===== src/rtl/klt_pkg.sv =====
// ----------------------------------------------------------------------------
// klt_pkg
// Shared types and constants of the keyword lexer.
// ----------------------------------------------------------------------------
package klt_pkg;

  typedef enum logic [1:0] {
    REC_TOKEN = 2'd0,
    REC_BYTE  = 2'd1,
    REC_ERROR = 2'd2
  } rec_t;

  typedef enum logic [1:0] {
    ERR_UNEXPECTED   = 2'd0,
    ERR_UNTERMINATED = 2'd1,
    ERR_ESCAPE       = 2'd2
  } err_t;

  localparam logic [5:0] TK_EOF    = 6'd0;
  localparam logic [5:0] TK_IDENT  = 6'd1;
  localparam logic [5:0] TK_NUMBER = 6'd2;
  localparam logic [5:0] TK_STRING = 6'd3;

  typedef struct packed {
    logic [7:0] source_byte;
    logic       end_of_source;
  } in_item_t;

  typedef struct packed {
    logic [1:0]  record_type;
    logic [5:0]  token_kind;
    logic [1:0]  error_kind;
    logic [15:0] start_line;
    logic [15:0] start_column;
    logic [15:0] lexeme_length;
    logic        after_space;
    logic [7:0]  content_byte;
    logic        last_result;
  } out_item_t;

  // byte class of one input byte, computed in the front part
  typedef struct packed {
    logic blank;
    logic hash;
    logic digit;
    logic wstart;
    logic quote;
    logic bslash;
    logic dot;
    logic eq;
    logic cmp;      // = ! < >
    logic [5:0] single; // single-char operator kind, 0 if none
  } cls_t;

  typedef struct packed {
    logic [7:0] b;
    logic       eos;
    cls_t       c;
  } fq_item_t;

  function automatic logic [5:0] single_op(input logic [7:0] b);
    unique case (b)
      "+": single_op = 6'd11;
      "-": single_op = 6'd12;
      "*": single_op = 6'd13;
      "/": single_op = 6'd14;
      ";": single_op = 6'd27;
      ",": single_op = 6'd30;
      "(": single_op = 6'd28;
      ")": single_op = 6'd29;
      "[": single_op = 6'd36;
      "]": single_op = 6'd37;
      "|": single_op = 6'd44;
      "%": single_op = 6'd48;
      default: single_op = 6'd0;
    endcase
  endfunction

  function automatic logic [5:0] cmp_kind(input logic [7:0] op, input logic dbl);
    unique case (op)
      "=": cmp_kind = dbl ? 6'd16 : 6'd15;
      "!": cmp_kind = dbl ? 6'd18 : 6'd25;
      "<": cmp_kind = dbl ? 6'd20 : 6'd19;
      default: cmp_kind = dbl ? 6'd22 : 6'd21;
    endcase
  endfunction

  function automatic cls_t classify(input logic [7:0] b);
    cls_t c;
    c.blank  = (b == 8'h20) || (b == 8'h0d) || (b == 8'h09) || (b == 8'h0a);
    c.hash   = (b == "#");
    c.digit  = (b >= "0") && (b <= "9");
    c.wstart = ((b >= "a") && (b <= "z")) || ((b >= "A") && (b <= "Z")) ||
               (b == "_") || b[7];
    c.quote  = (b == 8'h22);
    c.bslash = (b == 8'h5c);
    c.dot    = (b == ".");
    c.eq     = (b == "=");
    c.cmp    = (b == "=") || (b == "!") || (b == "<") || (b == ">");
    c.single = single_op(b);
    return c;
  endfunction

  localparam int unsigned KW_N   = 55;
  localparam int unsigned KW_LEN = 11;

  typedef struct packed {
    logic [KW_LEN*8-1:0] text; // byte 0 at the low end
    logic [3:0]          len;
    logic [5:0]          kind;
  } kw_t;

  function automatic logic [KW_LEN*8-1:0] kwtxt(input string s);
    logic [KW_LEN*8-1:0] t;
    t = '0;
    for (int i = 0; i < KW_LEN; i++) begin
      if (i < s.len()) t[i*8 +: 8] = s[i];
    end
    return t;
  endfunction

  function automatic kw_t kw(input string s, input int k);
    kw_t e;
    e.text = kwtxt(s);
    e.len  = 4'(s.len());
    e.kind = 6'(k);
    return e;
  endfunction

  function automatic kw_t kw_entry(input int unsigned i);
    unique case (i)
      0: return kw("mitte", 4);       1: return kw("metti", 4);
      2: return kw("remette", 4);     3: return kw("variabile", 4);
      4: return kw("dicce", 5);       5: return kw("di", 5);
      6: return kw("scrive", 5);      7: return kw("stampa", 5);
      8: return kw("se", 6);          9: return kw("altrimenti", 7);
      10: return kw("firmete", 8);    11: return kw("vale", 26);
      12: return kw("diventa", 26);   13: return kw("piu", 11);
      14: return kw("meno", 12);      15: return kw("pe", 13);
      16: return kw("scumpunne", 14); 17: return kw("uguale", 16);
      18: return kw("de", 17);        19: return kw("diverse", 18);
      20: return kw("meno_de", 19);   21: return kw({"meno_", "uguale"}, 20);
      22: return kw("piu_de", 21);    23: return kw({"piu_", "uguale"}, 22);
      24: return kw("e", 23);         25: return kw("o", 24);
      26: return kw("ne", 25);        27: return kw("sci", 9);
      28: return kw("vero", 9);       29: return kw("no", 10);
      30: return kw("falso", 10);     31: return kw("quinde", 31);
      32: return kw("tornete", 32);   33: return kw("mbe", 33);
      34: return kw("po", 35);        35: return kw("prime", 38);
      36: return kw("uldeme", 39);    37: return kw("vute", 40);
      38: return kw("mitta", 41);     39: return kw("simele", 42);
      40: return kw("cusci", 43);     41: return kw("damme", 45);
      42: return kw("numere", 46);    43: return kw("quante", 47);
      44: return kw("spezza", 49);    45: return kw("iecch", 50);
      46: return kw("cala", 51);      47: return kw("suva", 52);
      48: return kw("arretunne", 53); 49: return kw("radice", 54);
      50: return kw("quadrata", 55);  51: return kw("vabbone", 56);
      52: return kw("guaje", 57);     53: return kw("prove", 58);
      default: return kw("dove", 59);
    endcase
  endfunction

endpackage


===== src/rtl/klt_front.sv =====
// ----------------------------------------------------------------------------
// klt_front
// Input stage: takes source words, classifies each byte, and keeps a
// two-entry queue toward the scanner.
// ----------------------------------------------------------------------------
module klt_front (
  input  logic                clk,
  input  logic                rst_n,
  input  logic                in_push,
  output logic                in_full,
  input  klt_pkg::in_item_t   in_item,
  output logic                fq_valid,
  output klt_pkg::fq_item_t   fq_item,
  input  logic                fq_take
);
  import klt_pkg::*;

  fq_item_t   q_r [2];
  logic [1:0] cnt_r, cnt_nxt;
  logic       rd_r, wr_r;
  logic       push_ok, take_ok;
  fq_item_t   w;

  assign in_full  = (cnt_r == 2'd2);
  assign fq_valid = (cnt_r != 2'd0);
  assign fq_item  = q_r[rd_r];
  assign push_ok  = in_push && !in_full;
  assign take_ok  = fq_take && fq_valid;

  always_comb begin
    w.b   = in_item.source_byte;
    w.eos = in_item.end_of_source;
    w.c   = classify(in_item.source_byte);
    cnt_nxt = cnt_r + 2'(push_ok) - 2'(take_ok);
  end

  always_ff @(posedge clk) begin
    if (!rst_n) begin
      cnt_r <= '0;
      rd_r  <= 1'b0;
      wr_r  <= 1'b0;
    end else begin
      cnt_r <= cnt_nxt;
      if (push_ok) wr_r <= !wr_r;
      if (take_ok) rd_r <= !rd_r;
    end
    if (push_ok) q_r[wr_r] <= w;
  end
endmodule


===== src/rtl/klt_back.sv =====
// ----------------------------------------------------------------------------
// klt_back
// Scanner: runs the lexer state per byte and writes up to two result words
// per byte into the output queue.
// ----------------------------------------------------------------------------
module klt_back #(
  parameter int unsigned KEYWORD_MAX_LEN = 12,
  parameter int unsigned POSITION_BITS   = 16
) (
  input  logic               clk,
  input  logic               rst_n,
  input  logic               fq_valid,
  input  klt_pkg::fq_item_t  fq_item,
  output logic               fq_take,
  output logic               out_empty,
  input  logic               out_pop,
  output klt_pkg::out_item_t out_item
);
  import klt_pkg::*;

  typedef enum logic [9:0] {
    M_IDLE    = 10'b0000000001,
    M_COMMENT = 10'b0000000010,
    M_OP      = 10'b0000000100,
    M_IDENT   = 10'b0000001000,
    M_INT     = 10'b0000010000,
    M_DOT     = 10'b0000100000,
    M_FRAC    = 10'b0001000000,
    M_STR     = 10'b0010000000,
    M_ESC     = 10'b0100000000,
    M_DRAIN   = 10'b1000000000
  } mode_t;

  localparam int unsigned PB = POSITION_BITS;
  localparam logic [PB-1:0] PMAX = '1;
  localparam logic [PB-1:0] PONE = PB'(1);
  localparam logic [15:0]   LMAX = 16'hffff;
  localparam int unsigned WIB = $clog2(KEYWORD_MAX_LEN);
  localparam int unsigned OQD = 4;

  mode_t mode_r, mode_nxt;
  logic [7:0]  pend_r, pend_nxt;
  logic [7:0]  wb_r [KEYWORD_MAX_LEN];
  logic [15:0] tlen_r, tlen_nxt;
  logic [PB-1:0] cl_r, cl_nxt, cc_r, cc_nxt, tl_r, tl_nxt, tc_r, tc_nxt;
  logic trivia_r, trivia_nxt;
  logic wb_we;
  logic [WIB-1:0] wb_idx;
  logic [7:0] wb_d;

  // output queue
  out_item_t   oq_r [OQD];
  logic [1:0]  ord_r, owr_r;
  logic [2:0]  ocnt_r;
  logic        room;
  logic [1:0]  n_res;
  out_item_t   r0, r1, res0, res1;

  logic [7:0] b;
  cls_t c;
  logic [5:0] wkind;

  function automatic logic [PB-1:0] padd(input logic [PB-1:0] a, input logic [PB-1:0] d);
    logic [PB:0] s;
    s = {1'b0, a} + {1'b0, d};
    return s[PB] ? PMAX : s[PB-1:0];
  endfunction

  function automatic logic [15:0] ladd(input logic [15:0] a, input logic [15:0] d);
    logic [16:0] s;
    s = {1'b0, a} + {1'b0, d};
    return s[16] ? LMAX : s[15:0];
  endfunction

  function automatic out_item_t mk(input rec_t t, input logic [5:0] k, input err_t e,
                                   input logic [PB-1:0] l, input logic [PB-1:0] cc,
                                   input logic [15:0] len, input logic sp,
                                   input logic [7:0] by);
    out_item_t o;
    o.record_type   = t;
    o.token_kind    = k;
    o.error_kind    = e;
    o.start_line    = 16'(l);
    o.start_column  = 16'(cc);
    o.lexeme_length = len;
    o.after_space   = sp;
    o.content_byte  = by;
    o.last_result   = 1'b0;
    return o;
  endfunction

  // parallel keyword compare of the buffered word
  always_comb begin
    logic hit;
    logic [7:0] ch;
    wkind = TK_IDENT;
    for (int i = 0; i < KW_N; i++) begin
      kw_t e;
      e = kw_entry(i);
      hit = (tlen_r == 16'(e.len));
      for (int k = 0; k < KW_LEN; k++) begin
        ch = (k < KEYWORD_MAX_LEN) ? wb_r[k] : 8'h00;
        if (k < e.len && ch != e.text[k*8 +: 8]) hit = 1'b0;
      end
      if (hit) wkind = e.kind;
    end
  end

  assign b = fq_item.b;
  assign c = fq_item.c;
  assign room = (ocnt_r <= 3'(OQD - 2));
  assign fq_take = fq_valid && room;

  always_comb begin
    logic tok_pending;   // token emitted ahead of idle handling
    logic do_idle;
    logic [PB-1:0] ncc, ncl;
    logic [15:0] nl;
    logic [7:0] dec;
    mode_nxt = mode_r; pend_nxt = pend_r; tlen_nxt = tlen_r;
    cl_nxt = cl_r; cc_nxt = cc_r; tl_nxt = tl_r; tc_nxt = tc_r;
    trivia_nxt = trivia_r;
    wb_we = 1'b0; wb_idx = '0; wb_d = b;
    n_res = 2'd0;
    r0 = '0; r1 = '0;
    do_idle = 1'b0;
    tok_pending = 1'b0;
    dec = 8'h00;
    // advance by this byte
    ncl = (b == 8'h0a) ? padd(cl_r, PONE) : cl_r;
    ncc = (b == 8'h0a) ? PONE : padd(cc_r, PONE);
    nl  = ladd(tlen_r, 16'd1);

    if (fq_item.eos) begin
      logic eof;
      eof = 1'b1;
      unique case (mode_r)
        M_OP: begin
          r0 = mk(REC_TOKEN, cmp_kind(pend_r, 1'b0), ERR_UNEXPECTED, tl_r, tc_r,
                  16'd1, trivia_r, 8'h00);
          n_res = 2'd1; trivia_nxt = 1'b0;
        end
        M_IDENT: begin
          r0 = mk(REC_TOKEN, (tlen_r > 16'(KEYWORD_MAX_LEN)) ? TK_IDENT : wkind,
                  ERR_UNEXPECTED, tl_r, tc_r, tlen_r, trivia_r, 8'h00);
          n_res = 2'd1; trivia_nxt = 1'b0;
        end
        M_INT, M_FRAC: begin
          r0 = mk(REC_TOKEN, TK_NUMBER, ERR_UNEXPECTED, tl_r, tc_r, tlen_r, trivia_r, 8'h00);
          n_res = 2'd1; trivia_nxt = 1'b0;
        end
        M_DOT: begin
          r0 = mk(REC_TOKEN, TK_NUMBER, ERR_UNEXPECTED, tl_r, tc_r, tlen_r, trivia_r, 8'h00);
          r1 = mk(REC_ERROR, TK_EOF, ERR_UNEXPECTED, tl_r, padd(tc_r, PB'(tlen_r)),
                  16'd0, 1'b0, 8'h00);
          n_res = 2'd2; eof = 1'b0;
        end
        M_STR, M_ESC: begin
          r0 = mk(REC_ERROR, TK_EOF, ERR_UNTERMINATED, tl_r, tc_r, 16'd0, 1'b0, 8'h00);
          n_res = 2'd1; eof = 1'b0;
        end
        M_DRAIN: eof = 1'b0;
        default: ;
      endcase
      if (eof) begin
        if (n_res == 2'd1) begin
          r1 = mk(REC_TOKEN, TK_EOF, ERR_UNEXPECTED, cl_r, cc_r, 16'd0, 1'b0, 8'h00);
          n_res = 2'd2;
        end else begin
          r0 = mk(REC_TOKEN, TK_EOF, ERR_UNEXPECTED, cl_r, cc_r, 16'd0, trivia_r, 8'h00);
          n_res = 2'd1;
        end
      end
      mode_nxt = M_IDLE; pend_nxt = '0; tlen_nxt = '0;
      cl_nxt = PONE; cc_nxt = PONE; tl_nxt = PONE; tc_nxt = PONE; trivia_nxt = 1'b0;
    end else begin
      unique case (mode_r)
        M_COMMENT: begin
          cl_nxt = ncl; cc_nxt = ncc;
          if (b == 8'h0a) mode_nxt = M_IDLE;
        end
        M_OP: begin
          if (c.eq) begin
            cl_nxt = ncl; cc_nxt = ncc; mode_nxt = M_IDLE;
            r0 = mk(REC_TOKEN, cmp_kind(pend_r, 1'b1), ERR_UNEXPECTED, tl_r, tc_r,
                    16'd2, trivia_r, 8'h00);
            n_res = 2'd1; trivia_nxt = 1'b0;
          end else begin
            r0 = mk(REC_TOKEN, cmp_kind(pend_r, 1'b0), ERR_UNEXPECTED, tl_r, tc_r,
                    16'd1, trivia_r, 8'h00);
            tok_pending = 1'b1; do_idle = 1'b1;
          end
        end
        M_IDENT: begin
          if (c.wstart || c.digit) begin
            cl_nxt = ncl; cc_nxt = ncc;
            if (tlen_r < 16'(KEYWORD_MAX_LEN)) begin
              wb_we = 1'b1; wb_idx = WIB'(tlen_r);
            end
            tlen_nxt = nl;
          end else begin
            r0 = mk(REC_TOKEN, (tlen_r > 16'(KEYWORD_MAX_LEN)) ? TK_IDENT : wkind,
                    ERR_UNEXPECTED, tl_r, tc_r, tlen_r, trivia_r, 8'h00);
            tok_pending = 1'b1; do_idle = 1'b1;
          end
        end
        M_INT, M_FRAC: begin
          if (c.digit) begin
            cl_nxt = ncl; cc_nxt = ncc; tlen_nxt = nl;
          end else if (c.dot && mode_r == M_INT) begin
            cl_nxt = ncl; cc_nxt = ncc; mode_nxt = M_DOT;
          end else begin
            r0 = mk(REC_TOKEN, TK_NUMBER, ERR_UNEXPECTED, tl_r, tc_r, tlen_r, trivia_r, 8'h00);
            tok_pending = 1'b1; do_idle = 1'b1;
          end
        end
        M_DOT: begin
          if (c.digit) begin
            cl_nxt = ncl; cc_nxt = ncc; tlen_nxt = ladd(tlen_r, 16'd2); mode_nxt = M_FRAC;
          end else begin
            r0 = mk(REC_TOKEN, TK_NUMBER, ERR_UNEXPECTED, tl_r, tc_r, tlen_r, trivia_r, 8'h00);
            r1 = mk(REC_ERROR, TK_EOF, ERR_UNEXPECTED, tl_r, padd(tc_r, PB'(tlen_r)),
                    16'd0, 1'b0, 8'h00);
            n_res = 2'd2; trivia_nxt = 1'b0; mode_nxt = M_DRAIN;
          end
        end
        M_STR: begin
          cl_nxt = ncl; cc_nxt = ncc;
          if (c.quote) begin
            mode_nxt = M_IDLE;
            r0 = mk(REC_TOKEN, TK_STRING, ERR_UNEXPECTED, tl_r, tc_r, tlen_r, trivia_r, 8'h00);
            n_res = 2'd1; trivia_nxt = 1'b0;
          end else if (c.bslash) begin
            mode_nxt = M_ESC;
          end else begin
            tlen_nxt = nl;
            r0 = mk(REC_BYTE, TK_EOF, ERR_UNEXPECTED, tl_r, tc_r, nl, 1'b0, b);
            n_res = 2'd1;
          end
        end
        M_ESC: begin
          cl_nxt = ncl; cc_nxt = ncc;
          priority if (b == "n") dec = 8'h0a;
          else if (b == "t") dec = 8'h09;
          else if (c.quote || c.bslash) dec = b;
          else dec = 8'h00;
          if (dec != 8'h00) begin
            mode_nxt = M_STR; tlen_nxt = nl;
            r0 = mk(REC_BYTE, TK_EOF, ERR_UNEXPECTED, tl_r, tc_r, nl, 1'b0, dec);
          end else begin
            mode_nxt = M_DRAIN;
            r0 = mk(REC_ERROR, TK_EOF, ERR_ESCAPE, ncl, ncc, 16'd0, 1'b0, 8'h00);
          end
          n_res = 2'd1;
        end
        M_DRAIN: ;
        default: do_idle = 1'b1;
      endcase

      if (do_idle) begin
        out_item_t t;
        logic emit;
        logic sp;
        sp = tok_pending ? 1'b0 : trivia_r;
        trivia_nxt = sp;
        mode_nxt = M_IDLE;
        cl_nxt = ncl; cc_nxt = ncc;
        emit = 1'b0;
        t = '0;
        if (c.blank) begin
          trivia_nxt = 1'b1;
        end else if (c.hash) begin
          trivia_nxt = 1'b1; mode_nxt = M_COMMENT;
        end else begin
          tl_nxt = cl_r; tc_nxt = cc_r;
          if (c.single != 6'd0) begin
            t = mk(REC_TOKEN, c.single, ERR_UNEXPECTED, cl_r, cc_r, 16'd1, sp, 8'h00);
            emit = 1'b1; trivia_nxt = 1'b0;
          end else if (c.cmp) begin
            pend_nxt = b; mode_nxt = M_OP;
          end else if (c.quote) begin
            tlen_nxt = '0; mode_nxt = M_STR;
          end else if (c.digit) begin
            tlen_nxt = 16'd1; mode_nxt = M_INT;
          end else if (c.wstart) begin
            wb_we = 1'b1; wb_idx = '0; tlen_nxt = 16'd1; mode_nxt = M_IDENT;
          end else begin
            t = mk(REC_ERROR, TK_EOF, ERR_UNEXPECTED, cl_r, cc_r, 16'd0, 1'b0, 8'h00);
            emit = 1'b1; mode_nxt = M_DRAIN;
          end
        end
        if (tok_pending) begin
          r1 = t;
          n_res = emit ? 2'd2 : 2'd1;
        end else begin
          r0 = t;
          n_res = emit ? 2'd1 : 2'd0;
        end
      end
    end

    res0 = r0; res1 = r1;
    if (n_res == 2'd1) res0.last_result = 1'b1;
    if (n_res == 2'd2) res1.last_result = 1'b1;
  end

  logic pop_ok;
  assign out_empty = (ocnt_r == 3'd0);
  assign out_item  = oq_r[ord_r];
  assign pop_ok    = out_pop && !out_empty;

  always_ff @(posedge clk) begin
    if (!rst_n) begin
      mode_r <= M_IDLE; pend_r <= '0; tlen_r <= '0;
      cl_r <= PONE; cc_r <= PONE; tl_r <= PONE; tc_r <= PONE; trivia_r <= 1'b0;
      ord_r <= '0; owr_r <= '0; ocnt_r <= '0;
    end else begin
      if (fq_take) begin
        mode_r <= mode_nxt; pend_r <= pend_nxt; tlen_r <= tlen_nxt;
        cl_r <= cl_nxt; cc_r <= cc_nxt; tl_r <= tl_nxt; tc_r <= tc_nxt;
        trivia_r <= trivia_nxt;
        owr_r <= owr_r + (fq_take ? n_res : 2'd0);
      end
      if (pop_ok) ord_r <= ord_r + 2'd1;
      ocnt_r <= ocnt_r + 3'(fq_take ? n_res : 2'd0) - 3'(pop_ok);
    end
    if (fq_take) begin
      if (n_res != 2'd0) oq_r[owr_r] <= res0;
      if (n_res == 2'd2) oq_r[owr_r + 2'd1] <= res1;
      if (wb_we) wb_r[wb_idx] <= wb_d;
    end
  end
endmodule


===== src/rtl/keyword_lexer_tokenizer.sv =====
// ----------------------------------------------------------------------------
// keyword_lexer_tokenizer
// Byte-stream lexer with keyword lookup, string decoding and error drain.
// ----------------------------------------------------------------------------
// Usage:
//   Input queue: drive in_item and raise in_push while in_full is low; one
//   source byte (or an end-of-source marker) per word, one per cycle.
//   Result queue: while out_empty is low, out_item holds the oldest result;
//   raise out_pop to take it. Each input gives zero, one or two results, the
//   last one flagged by last_result.
//   Path: each byte is registered in the input queue; the scanner takes it
//   once the result queue has room and writes its results into the result
//   queue, whose oldest entry drives out_item.
//   Throughput: one byte per cycle while the result queue has room, with
//   a combinational scanner step and parallel keyword compare; two results
//   per byte drain at one per cycle, so the input then backs up the queues.
//   A stalled receiver backs up the four-entry result queue, then the scanner
//   stops and the two-entry input queue raises in_full; nothing is lost.
//   Reset (synchronous, rst_n low) empties both queues and returns the
//   scanner to line 1, column 1, between tokens.
// ----------------------------------------------------------------------------
module keyword_lexer_tokenizer #(
  parameter int unsigned KEYWORD_MAX_LEN = 12,
  parameter int unsigned POSITION_BITS   = 16
) (
  input  logic               clk,
  input  logic               rst_n,
  input  logic               in_push,
  output logic               in_full,
  input  klt_pkg::in_item_t  in_item,
  output logic               out_empty,
  input  logic               out_pop,
  output klt_pkg::out_item_t out_item
);
  import klt_pkg::*;

  logic      fq_valid, fq_take;
  fq_item_t  fq_item;

  klt_front u_front (
    .clk, .rst_n, .in_push, .in_full, .in_item,
    .fq_valid, .fq_item, .fq_take
  );

  klt_back #(
    .KEYWORD_MAX_LEN(KEYWORD_MAX_LEN),
    .POSITION_BITS(POSITION_BITS)
  ) u_back (
    .clk, .rst_n, .fq_valid, .fq_item, .fq_take,
    .out_empty, .out_pop, .out_item
  );

  a_no_take_empty: assert property (@(posedge clk) disable iff (!rst_n)
    fq_take |-> fq_valid) else $error("scanner took from empty queue");

  a_no_start: assert property (@(posedge clk) disable iff (!rst_n)
    !out_empty |-> (out_item.record_type != 2'd3)) else $error("bad record type");

  a_pop_progress: assert property (@(posedge clk) disable iff (!rst_n)
    (in_full && !fq_take) |=> in_full) else $error("input queue lost a word");
endmodule

===== config.mk =====
export PLATFORM = sky130hd
export DESIGN_NAME = keyword_lexer_tokenizer
export DESIGN_NICKNAME = d
export VERILOG_FILES = /design/src/rtl/klt_pkg.sv /design/src/rtl/klt_front.sv /design/src/rtl/klt_back.sv /design/src/rtl/keyword_lexer_tokenizer.sv
export SDC_FILE = /design/constraint.sdc
export NUM_CORES = 2
export LEC_CHECK = 0
export BUFFER_PORTS_ARGS = -buffer_cell sky130_fd_sc_hd__buf_2
export CORE_UTILIZATION = 60
export DETAILED_ROUTE_END_ITERATION = 12
export PLACE_DENSITY_LB_ADDON = 0.3
export SETUP_SLACK_MARGIN = 0.02
export SLEW_MARGIN = 20
export SYNTH_ARGS = -nofsm -noshare
export SYNTH_HDL_FRONTEND = slang
export SYNTH_SLANG_ARGS = --single-unit

===== constraint.sdc =====
create_clock -name clk -period 4.9 [get_ports clk]
set_input_delay 1.225 -clock clk [delete_from_list [all_inputs] [get_ports clk]]
set_output_delay 1.225 -clock clk [all_outputs]
set_load 0.05 [all_outputs]

Word level (Yosys, flattened, before mapping). Memory sizes are Yosys's and may differ from the RTL's. A register that Yosys moved wholly into a read port is not among the register bits. Cells that the tools add are included.

Add/sub/neg operators: 12. $mul: 0. Divide/modulo/power cells: 0. Order comparisons: 9. Equality and inequality tests: 174. Shifts and indexed selects: 0. Muxes and demuxes: 517. Bitwise logic cells: 0. Reductions and logical operators: 45.

Operators with widths (count): $mux W68 (21); $ne A8 B7 Y1 const B (106); $mux W16 (44); $pmux W68 S6 (1); $mux W6 (55); $mux W1 (323); $pmux W68 S4 (1); $pmux W16 S5 (3); $mux W62 (3); $mux W10 (17); $eq A8 B6 Y1 const B (20); $mux W67 (2); $mux W66 (2); $mux W8 (11); $pmux W6 S12 (1); $eq A16 B3 Y1 const B (4); $eq A16 B4 Y1 const B (4); $pmux W10 S6 (1); $eq A8 B7 Y1 const B (7); $add A16 B1 Y17 const B (3); $mux W4 (12); $eq A16 B2 Y1 const B (2); $eq A8 B4 Y1 const B (4); $mux W2 (12); other kinds (58) (98).

Bits in registers: 110. Latch bits: 0. Memory bits (writable): 416. Bits in read-only memories: 0. Output and inout bits: 70. Memories kept: 3.

Memory list: u_back.oq_r (words 4, bits a word 68, read ports 1, clocked after memory_dff 1, wr ports 2, RTL line klt_back.sv:52) `out_item_t oq_r [OQD];`; u_back.wb_r (words 12, bits a word 8, read ports 11, clocked after memory_dff 0, wr ports 1, RTL line klt_back.sv:43) `logic [7:0] wb_r [KEYWORD_MAX_LEN];`; u_front.q_r (words 2, bits a word 24, read ports 1, clocked after memory_dff 1, wr ports 1, RTL line klt_front.sv:18) `fq_item_t q_r [2];`.

Depth between registers and ports, before layout. An unclocked memory read counts as a cell.

Word-level depth: 70. Depth in mapped cells: 17.

Modules after synthesis. Synthesis repeated with hierarchy kept, for this count alone.

Cell total of the unflattened synthesis: 2863. Area total of the unflattened synthesis: 28825.1 um^2.

By module, submodules not included: klt_back (times used 1, cells each 2687, area an instance 26377.8 um^2, sequential area each 11931.4 um^2); klt_front (times used 1, cells each 176, area an instance 2447.3 um^2, sequential area each 1541.5 um^2).

Worst setup path after synthesis. Ideal clock, no wire load.

Path kind: register to register. Start: register with a tool-made name. End: memory u_back.oq_r[1][0] in the netlist's numbering, enable pin. Data arrival time: 3678 ps. Required time: 4503 ps. Setup slack: 826 ps. Stages on the path, launching flop included: 13. Path buffers: 3. Clock period less this slack: 4074 ps. Path through: dfxtp_1 buf_6 buf_6 mux2i_1 nand2_1 a2111oi_2 nor2_1 ha_1 o21a_4 nor4_4 nor2_4 buf_4 inv_1.

RTL lines (RTL line): to (decl) (klt_back.sv:52).

==> results.json <==
{
  "final_common_cell": "edfxtp_1",
  "hpwl_microns": 85000,
  "vias_per_cell": 7.80,
  "rr_worst_depth": 10,
  "place.gp.congestion": 1.07,
  "wire_per_inst_microns": 32.4,
  "grt_max_degree": 68,
  "nNetsFinal": 3134,
  "cts_made_buffers": 51,
  "drc": 0,
  "grt-ovfl-total": 0,
  "synth_seq_area_share_pct": 45.4,
  "ys_seq_elements": 521,
  "setup_viol": 0,
  "status": "complete, no violations",
  "fin_util_pct": 67.1,
  "crit_chain": "buf_4 -> nand2b_1 -> nor4_1 -> o221a_2 -> o211ai_4 -> o21ai_1 -> a31oi_1 -> buf_4 -> a222oi_1 -> o22ai_1",
  "die_h_microns": 224,
  "grt_use_met1_pct": 59.8,
  "htree_levels": 2,
  "cp_common_cell": "buf_4",
  "crit_arrival_ns": 4.88,
  "finalSetupTns_ns": 0,
  "start_kind": "register",
  "syn_avg_cell_area_sq_um": 9.76,
  "synth_cells": 3041,
  "rows": 81,
  "clockBufferDepth": 3,
  "cp_data_required_time_ns": 5.23,
  "synth_top_area_share_pct": 30.8,
  "cp_max_fo": 27,
  "maxSlewHeadroom_pct": 24.3,
  "p_leak_nw": 10.5,
  "portBuffers": 82,
  "core_area_sq_um": 48800,
  "synth_ff_type": "edfxtp_1",
  "endpoint": "u_back.oq_r[2][52]",
  "fin_crit_sh_pct": 92.9,
  "synth.area.top_cells": "edfxtp_1 31%, dfxtp_1 15%, mux4_2 5.2%",
  "worstMarginPinSlew_ns": 1.14,
  "grt_pass1_vias": 28187,
  "drv_slew": 0,
  "antenna_cells": 0,
  "grt_pass1_wl_microns": 180000,
  "finalWirelength_microns": 123000,
  "drtIter0Drc": 5679,
  "fmax_mhz": 220,
  "cellPowerDensity_nw_per_um2": 403,
  "ir_drop_mv": 0.378,
  "min_period_ns": 4.55,
  "final_antenna_net_count": 0,
  "layout-drive-gt1-share_pct": 14.6,
  "timing.rr.end": "u_back.oq_r[2][52]",
  "yosysUniqueCellTypes": 111,
  "final_area_sq_um": 32800,
  "cts_setup_buffers": 0,
  "skew_ns": 0.0253,
  "final-hold-violation-count": 0,
  "rsz0062_at_grt": "no",
  "grt_most_used_layer": "met2",
  "antenna_found_initial": 5,
  "track_usage_pct": 48.0,
  "synthToLayoutAreaGrowth_pct": 10.5,
  "post_synth_instance_area_sq_um": 29700,
  "clk_pin_slew_ns": 0.06,
  "async_flop_share_pct": 0,
  "yosysWarningCount": 0,
  "root_buffer": "clkbuf_16",
  "hp-class": "register to register",
  "dr.pass1.iters": 8,
  "ff2ff_setup_slack_ns": 0.35,
  "drv_cap": 0,
  "synth_edf_count": 304,
  "grt_util_met2_pct": 72.5,
  "use_met3_pct": 15.5,
  "setup_ws_ns": 0.350,
  "critPathSlowestCell": "a222oi_1",
  "place_worst_setup_slack_ns": 0.575,
  "place_area_sq_um": 31100,
  "clk_latency_ns": 0.62,
  "critPathMaxStageDelay_ns": 0.85,
  "fp.dieW_microns": 224,
  "syn_nets": 3086,
  "vias": 29568,
  "start_util_pct": 60.7,
  "cts_tree": "done",
  "end_kind": "register",
  "final_cell_mix": "304 x edfxtp_1, 279 x nand2_1, 260 x nor2_1",
  "crit_type": "register to register",
  "synth_top_cell_by_area": "edfxtp_1",
  "min-delay-start": "u_back.oq_r[2][24]",
  "finalPower_mw": 13.2,
  "dieArea_sq_um": 50300,
  "clock-sinks": 521,
  "pin_count": 83
}
-- power by group --
group	switching (mW)	total, mW	internal, mW
clock network	1.76	4.01	2.25
logic	2.87	3.90	1.03
registers	0.285	5.29	5.00
-- metal layers --
layer	share of wire (%)	wire [microns]
met2	43	53100
met4	7.9	9630
met3	14	17400
met5	0.056	69
met1	35	42500
-- cell usage after synthesis (19+ instances only) --
cell,instances
nor2_1,262
buf_2,46
and3_1,42
o31ai_1,21
nand2_1,279
nor2b_1,37
nand2b_1,20
dfxtp_1,217
inv_1,64
o22ai_1,77
a22oi_1,86
o2bb2ai_1,44
mux2i_1,23
o21ai_0,179
edfxtp_1,304
or3_1,24
nand3_1,142
a21oi_1,136
nor4_1,53
clkbuf_1,141
and2_1,19
xor2_1,24
nand4_1,96
ha_1,30
mux4_2,68
o21ai_1,29
nor3_1,91
a22o_1,79
-- metrics by stage --
step	hold slack (ns)	std cells
global placement	0.441	3699
finish	0.460	3791
floorplan	0.427	3041
CTS	0.458	3790
detailed placement	0.443	3699
global route	0.475	3791
-- registers in the layout (all words and copies together) (netlist names), 10 cells and up, named ones only --
| name | flops |
|---|---|
| u_back.cl_r | 16 |
| u_back.mode_r | 10 |
| u_front.q_r | 48 |
| u_back.oq_r | 272 |
| u_back.tlen_r | 16 |
| u_back.tc_r | 16 |
| u_back.cc_r | 16 |
| u_back.wb_r | 88 |
| u_back.tl_r | 16 |
-- worst min path at each step --
stage                         end  slack [ns]  cells after the start
2_1_floorplan  u_back.oq_r[1][11]        0.43                      1
3_3_place_gp   u_back.oq_r[0][20]        0.44                      1
3_5_place_dp   u_back.oq_r[2][21]        0.44                      1
4_1_cts        u_back.oq_r[2][24]        0.46                      1
5_1_grt        u_back.oq_r[2][24]        0.47                      1
6_report       u_back.oq_r[2][24]        0.46                      1
-- critical path: cells and delay by family (launching register included) --
kind | cells | cell delay (ns)
compound gates | 6 | 2.15
buf+inv | 2 | 0.68
flops | 1 | 0.69
simple gates | 2 | 0.75
-- logic make-up after synthesis --
logic type	share of synthesized area (%)
AO/OA/AOI/OAI	19.7
XOR/XNOR	1.12
adder cells (fa/ha/maj)	1.40
buffers and inverters	4.09
flip-flops	45.4
multiplexers	6.33
AND/OR/NAND/NOR	22.0
-- area by class of cell --
class                      instances  area (sq um)
multi-input combinational       2238         15100
clock inverter                    20           171
sequential                       521         13500
fill                            3502         16100
clock buffer                      71          1500
inverter                          65           244
timing repair buffer             212          1460
tap                              664           831
-- what timing repair did --
action | 4_1_cts | 5_1_grt
resized for setup | 0 | 1
endpoints found under the setup margin | 0 | 2
hold buffers | 0 | 0
No activity file was read; power rests on OpenSTA's default activity.
